`config.mk`:
```
export PLATFORM = sky130hd
export DESIGN_NAME = tcw_ctrl
export DESIGN_NICKNAME = d
export VERILOG_FILES = /design/src/hdl/tcw_pkg.sv /design/src/hdl/tcw_ctrl.sv
export SDC_FILE = /design/constraint.sdc
export NUM_CORES = 1
export LEC_CHECK = 0
export BUFFER_PORTS_ARGS = -buffer_cell sky130_fd_sc_hd__buf_4
export CAP_MARGIN = 20
export CORE_MARGIN = 2
export CORE_UTILIZATION = 46
export CTS_BUF_LIST = sky130_fd_sc_hd__clkbuf_4 sky130_fd_sc_hd__clkbuf_8 sky130_fd_sc_hd__clkbuf_16
export DETAILED_ROUTE_END_ITERATION = 10
export GPL_TIMING_DRIVEN = 0
export PLACE_DENSITY_LB_ADDON = 0.1
export REMOVE_ABC_BUFFERS = 1
export SYNTH_ARGS = -nofsm -noshare
export SYNTH_HDL_FRONTEND = slang
export SYNTH_SLANG_ARGS = --single-unit
```
`constraint.sdc`:
```
create_clock -name clk -period 2.3 [get_ports clk]
set_clock_uncertainty 0.05 [all_clocks]
set_input_delay 0.23 -clock clk [delete_from_list [all_inputs] [get_ports clk]]
set_output_delay 0.23 -clock clk [all_outputs]
set_load 0.005 [all_outputs]
```
`src/hdl/tcw_pkg.sv`:
```
// Shared types and constants for the text console writer.
// Used by the controller, the datapath and the top level.
`default_nettype none

package tcw_pkg;

    localparam int ADDR_W      = 3;
    localparam int DATA_W      = 32;
    localparam int CHAR_W      = 8;
    localparam int COLOR_W     = 4;
    localparam int ROW_FIELD_W = 5;
    localparam int COL_FIELD_W = 7;
    localparam int CELL_W      = 2 * CHAR_W;
    localparam int REG_IDX_BIT = 2;

    localparam logic [1:0] CMD_PUT   = 2'd0;
    localparam logic [1:0] CMD_READ  = 2'd1;
    localparam logic [1:0] CMD_CLEAR = 2'd2;

    localparam logic REG_FG = 1'b0;
    localparam logic REG_BG = 1'b1;

    localparam logic [CHAR_W-1:0] CH_LF     = 8'h0A;
    localparam logic [CHAR_W-1:0] CH_BS     = 8'h08;
    localparam logic [CHAR_W-1:0] CH_CR     = 8'h0D;
    localparam logic [CHAR_W-1:0] CH_NUL    = 8'h00;
    localparam logic [CHAR_W-1:0] CH_SPACE  = 8'h20;
    localparam logic [CHAR_W-1:0] CH_BSLASH = 8'h5C;
    localparam logic [CHAR_W-1:0] CH_ZERO   = 8'h30;

    localparam logic [CHAR_W-1:0]  ATTR_RESET = 8'h0F;
    localparam logic [COLOR_W-1:0] FG_RESET   = 4'hF;
    localparam logic [COLOR_W-1:0] BG_RESET   = 4'h0;

    // cell write sources
    localparam logic [2:0] WR_NONE  = 3'd0;
    localparam logic [2:0] WR_CHAR  = 3'd1;
    localparam logic [2:0] WR_BS    = 3'd2;
    localparam logic [2:0] WR_BLANK = 3'd3;
    localparam logic [2:0] WR_INIT  = 3'd4;

    // character register sources
    localparam logic [1:0] CHS_IN     = 2'd0;
    localparam logic [1:0] CHS_BSLASH = 2'd1;
    localparam logic [1:0] CHS_ZERO   = 2'd2;

    typedef struct packed {
        logic       take;
        logic       ld_read;
        logic       ld_char;
        logic [1:0] char_sel;
        logic       col_clr;
        logic       col_inc;
        logic       col_dec;
        logic       row_inc;
        logic       ptr_clr;
        logic       ptr_inc;
        logic       copy_rd;
        logic [2:0] wr_sel;
        logic       finish;
    } tcw_cmd_t;

    typedef struct packed {
        logic col_full;
        logic at_col0;
        logic last_row;
        logic scroll_end;
        logic sweep_end;
        logic out_free;
    } tcw_stat_t;

endpackage

`default_nettype wire

```
`src/hdl/tcw_ctrl.sv`:
```
// Controller state machine of the text console writer.
// Depends on tcw_pkg; drives the datapath through tcw_cmd_t.
`default_nettype none

module tcw_ctrl
    import tcw_pkg::*;
(
    input  wire logic              clk,
    input  wire logic              rst_n,
    input  wire logic              item_valid,
    input  wire logic [1:0]        cmd,
    input  wire logic [CHAR_W-1:0] char_code,
    output logic                   item_stall,
    output tcw_cmd_t               dp_cmd,
    input  wire tcw_stat_t         dp_stat
);

    localparam logic [2:0] S_INIT   = 3'd0;
    localparam logic [2:0] S_IDLE   = 3'd1;
    localparam logic [2:0] S_WRITE  = 3'd2;
    localparam logic [2:0] S_SCROLL = 3'd3;
    localparam logic [2:0] S_BLANK  = 3'd4;
    localparam logic [2:0] S_READ   = 3'd5;
    localparam logic [2:0] S_DONE   = 3'd6;

    logic [2:0] state_reg;
    logic [2:0] state_next;
    logic       wrap_reg;
    logic       wrap_next;
    logic       nul2_reg;
    logic       nul2_next;
    tcw_cmd_t   c;

    always_comb
    begin
        state_next = state_reg;
        wrap_next  = wrap_reg;
        nul2_next  = nul2_reg;
        c          = '0;
        unique case (state_reg)
            S_INIT:
            begin
                c.wr_sel = WR_INIT;
                if (dp_stat.sweep_end)
                begin
                    state_next = S_IDLE;
                end
                else
                begin
                    c.ptr_inc = 1'b1;
                end
            end
            S_IDLE:
            begin
                if (item_valid)
                begin
                    c.take    = 1'b1;
                    wrap_next = 1'b0;
                    nul2_next = 1'b0;
                    unique case (cmd)
                        CMD_PUT:
                        begin
                            priority case (char_code)
                                CH_LF:
                                begin
                                    c.col_clr = 1'b1;
                                    if (dp_stat.last_row)
                                    begin
                                        c.ptr_clr  = 1'b1;
                                        state_next = S_SCROLL;
                                    end
                                    else
                                    begin
                                        c.row_inc  = 1'b1;
                                        state_next = S_DONE;
                                    end
                                end
                                CH_BS:
                                begin
                                    if (!dp_stat.at_col0)
                                    begin
                                        c.wr_sel  = WR_BS;
                                        c.col_dec = 1'b1;
                                    end
                                    state_next = S_DONE;
                                end
                                CH_CR:
                                begin
                                    c.col_clr  = 1'b1;
                                    state_next = S_DONE;
                                end
                                CH_NUL:
                                begin
                                    c.ld_char  = 1'b1;
                                    c.char_sel = CHS_BSLASH;
                                    nul2_next  = 1'b1;
                                    state_next = S_WRITE;
                                end
                                default:
                                begin
                                    c.ld_char  = 1'b1;
                                    c.char_sel = CHS_IN;
                                    state_next = S_WRITE;
                                end
                            endcase
                        end
                        CMD_READ:
                        begin
                            c.ld_read  = 1'b1;
                            state_next = S_READ;
                        end
                        CMD_CLEAR:
                        begin
                            c.ptr_clr  = 1'b1;
                            state_next = S_BLANK;
                        end
                        default:
                        begin
                            state_next = S_DONE;
                        end
                    endcase
                end
            end
            S_WRITE:
            begin
                if (dp_stat.col_full)
                begin
                    c.col_clr = 1'b1;
                    if (dp_stat.last_row)
                    begin
                        c.ptr_clr  = 1'b1;
                        wrap_next  = 1'b1;
                        state_next = S_SCROLL;
                    end
                    else
                    begin
                        c.row_inc = 1'b1;
                    end
                end
                else
                begin
                    c.wr_sel  = WR_CHAR;
                    c.col_inc = 1'b1;
                    if (nul2_reg)
                    begin
                        c.ld_char  = 1'b1;
                        c.char_sel = CHS_ZERO;
                        nul2_next  = 1'b0;
                    end
                    else if (dp_stat.out_free)
                    begin
                        c.finish   = 1'b1;
                        state_next = S_IDLE;
                    end
                    else
                    begin
                        state_next = S_DONE;
                    end
                end
            end
            S_SCROLL:
            begin
                if (dp_stat.scroll_end)
                begin
                    state_next = S_BLANK;
                end
                else
                begin
                    c.copy_rd = 1'b1;
                    c.ptr_inc = 1'b1;
                end
            end
            S_BLANK:
            begin
                c.wr_sel = WR_BLANK;
                if (dp_stat.sweep_end)
                begin
                    if (wrap_reg)
                    begin
                        wrap_next  = 1'b0;
                        state_next = S_WRITE;
                    end
                    else
                    begin
                        state_next = S_DONE;
                    end
                end
                else
                begin
                    c.ptr_inc = 1'b1;
                end
            end
            S_READ:
            begin
                if (dp_stat.out_free)
                begin
                    c.finish   = 1'b1;
                    state_next = S_IDLE;
                end
                else
                begin
                    state_next = S_DONE;
                end
            end
            S_DONE:
            begin
                if (dp_stat.out_free)
                begin
                    c.finish   = 1'b1;
                    state_next = S_IDLE;
                end
            end
            default:
            begin
                state_next = S_IDLE;
            end
        endcase
    end

    always_ff @(posedge clk or negedge rst_n)
    begin
        if (!rst_n)
        begin
            state_reg <= S_INIT;
            wrap_reg  <= 1'b0;
            nul2_reg  <= 1'b0;
        end
        else
        begin
            state_reg <= state_next;
            wrap_reg  <= wrap_next;
            nul2_reg  <= nul2_next;
        end
    end

    assign item_stall = (state_reg != S_IDLE);
    assign dp_cmd     = c;

    a_finish_free: assert property (@(posedge clk) disable iff (!rst_n)
        dp_cmd.finish |-> dp_stat.out_free)
        else $error("result loaded while output register busy");

    a_write_in_line: assert property (@(posedge clk) disable iff (!rst_n)
        (dp_cmd.wr_sel == WR_CHAR) |-> !dp_stat.col_full)
        else $error("character written past line end");

    a_copy_bound: assert property (@(posedge clk) disable iff (!rst_n)
        dp_cmd.copy_rd |-> !dp_stat.scroll_end)
        else $error("scroll copy read beyond last row");

endmodule

`default_nettype wire

```
==> metrics <==
IO Count=36; initial core utilization=50.6%; I/O Buffers=35; largest net degree at the start of global routing=21; top-area cell type share of the netlist area=16.1%; met1 Track Usage GR=27.0%; fmax=0.452 GHz; crit path time final=2210 ps; unique cell type count in the Yosys netlist=49; 1st-iter DRT viols=18; critical path class=reg -> out; drt first pass iters=5; Async S/R FF share, synth=100%; Ant. Diodes=0; overall via count from detail_route=896; met3 global-route usage=5.20%; Synth Cell Area=779 um2; maximum VDD drop=593 uV; Clock transition at path regs=40 ps; Slew Limit Fails=0; multi-input logic area=592 um2; DRC=0; startpoint class of the critical path=flop; status=finished, final reports clean; die span in x=45.2 um; worst hold path type=in -> reg; total track usage=22.2%; die area=2040 um2; setup_tns=0 ps; Post-DP HPWL=1660 um; Fill cells=141; GRT busiest layer=met2; Seq. cell area=129 um2; CTS Root Cell=clkbuf_4; met2 usage=37.7%; final wirelength=2190 um; vias in the first global route=762; final net count=163; EDFF count, synth=0; CTS tree=built; Final Hold Vio Count=0; period utilization=96.1%; Syn Inst Count=101; clock sink total=5; Final GP Congestion=0.835; Clock Path Buffers=2; gr ovfl total=0; hold depth=3; FP Rows=14; Core ar.=1540 um2; CP Data Required Time=2020 ps; layout cells sized above 1=41.7%; FF-to-FF setup slack=380 ps; Area contributors post-synth=dfrtp_1 16%, ha_1 6.4%, a21oi_1 5.8%; register bit count reported by yosys=5; htree depth=1; power density cells=963 nW/um2; max reg flops=3; Max FO, Critical Path=17; Most used DFF post-synth=dfrtp_1; Max-Cap Viols=0; Final Core Density=70.9%; CP endpoint kind=output pin; initial antenna violation count=0; Worst slew margin=69.0%; Worst-Margin Slew=453 ps; total clock buffers created by CTS=3; cell taking the most area after synthesis=dfrtp_1; FF-to-FF path depth=5; antenna viol nets, final=0; worst skew pair latency=240 ps; WL/cell=14.1 um; final setup fails=0; sequential share of the synthesized area=16.1%; Vias/cell=5.78; crit path DAT=1930 ps; P&R area growth vs syn=40.1%; synthesized area per cell=7.72 um2; die span in y=45.2 um; Pleak=0.521 nW; first-pass GRT wire length=3310 um; Yosys warnings=0
[metrics by stage]
| step | cell area (um2) | worst slack (ps) | hold WS, ps | power, mW | cells |
|---|---|---|---|---|---|
| after floorplan | 743 | 482 | -116 | 0.656 | 96 |
| after global placement | 1030 | 186 | -18.7 | 0.885 | 147 |
| after detailed placement | 1030 | 159 | -17.4 | 0.893 | 147 |
| final | 1090 | 89.3 | 263 | 1.05 | 155 |
| after CTS | 1070 | 18.8 | 258 | 1.01 | 152 |
| after global routing | 1090 | -14.8 | 253 | 1.14 | 155 |
[placed cells by master, fill, tap and decap left out, types with 2 or more instances in the layout]
cell type,n
inv_1,6
clkbuf_4,4
a21oi_1,9
mux2_4,2
buf_4,38
o21ai_0,4
o22ai_1,2
and2_1,3
dfrtp_1,2
nand2_1,2
ha_1,4
nand3_1,3
nor2b_1,3
dfrtp_2,3
nand2b_1,3
nor2_1,12
nor3_1,4
o21ai_1,3
[area by class of cell]
| class | instances | area share, % |
|---|---|---|
| multi-input combinational | 84 | 54.2 |
| timing repair buffer | 39 | 27.0 |
| sequential | 5 | 11.8 |
| clock buffer | 4 | 2.75 |
| inverter | 7 | 2.41 |
| tap | 16 | 1.83 |
[kinds of logic after synthesis]
group | count (synthesis) | share of synthesized area (%)
adder cells (fa/ha/maj) | 4 | 6.42
AND/OR/NAND/NOR | 47 | 40.1
flip-flops | 5 | 16.1
multiplexers | 2 | 3.85
AO/OA/AOI/OAI | 31 | 25.5
buffers and inverters | 12 | 8.02
[worst max-delay path, cell delays in order, from the launching register on]
cell      delay, ps
dfrtp_2         550
nand2b_4        140
nor3b_4         350
nand3_2         180
o21ai_1         190
nor2b_1         150
buf_4           120
[synth_stat cells, types with 3 or more instances]
| cell | n |
|---|---|
| o21ai_0 | 4 |
| nor2b_1 | 3 |
| and2_1 | 3 |
| nand2b_1 | 3 |
| dfrtp_1 | 5 |
| nand3_1 | 3 |
| inv_1 | 6 |
| o21ai_1 | 3 |
| a21oi_1 | 9 |
| ha_1 | 4 |
| nor2_1 | 12 |
| nor3_1 | 4 |
[layer usage]
metal / up-vias / share of wire (%)
met5: - / 0
met4: 0 / 1.1
met3: 2 / 5.8
met2: 35 / 50
met1: 417 / 43
li1: 442 / -
[timing repair]
| item | 4_1_cts | 5_1_grt |
|---|---|---|
| gates resized for setup | 2 | 1 |
| endpoints found under the setup margin | 4 | 4 |
| hold endpoints to repair | 5 | 0 |
| buffers inserted | 0 | 3 |
| pin swaps | 0 | 1 |
| hold buffers | 1 | 0 |
[power breakdown]
group	internal, mW	switching (mW)
clock	0.0772	0.0341
sequential	0.131	0.116
combinational	0.367	0.326
[final timing paths]
path | end | from
min in group asynchronous | wrap_reg | rst_n
worst max-delay path | dp_cmd[7] | state_reg[0]
worst max register to register | state_reg[1] | state_reg[0]
worst min-delay path | nul2_reg | char_code[3]
worst min register to register | nul2_reg | nul2_reg
max in group asynchronous | state_reg[2] | rst_n
Power figures use the tool's default switching activity.
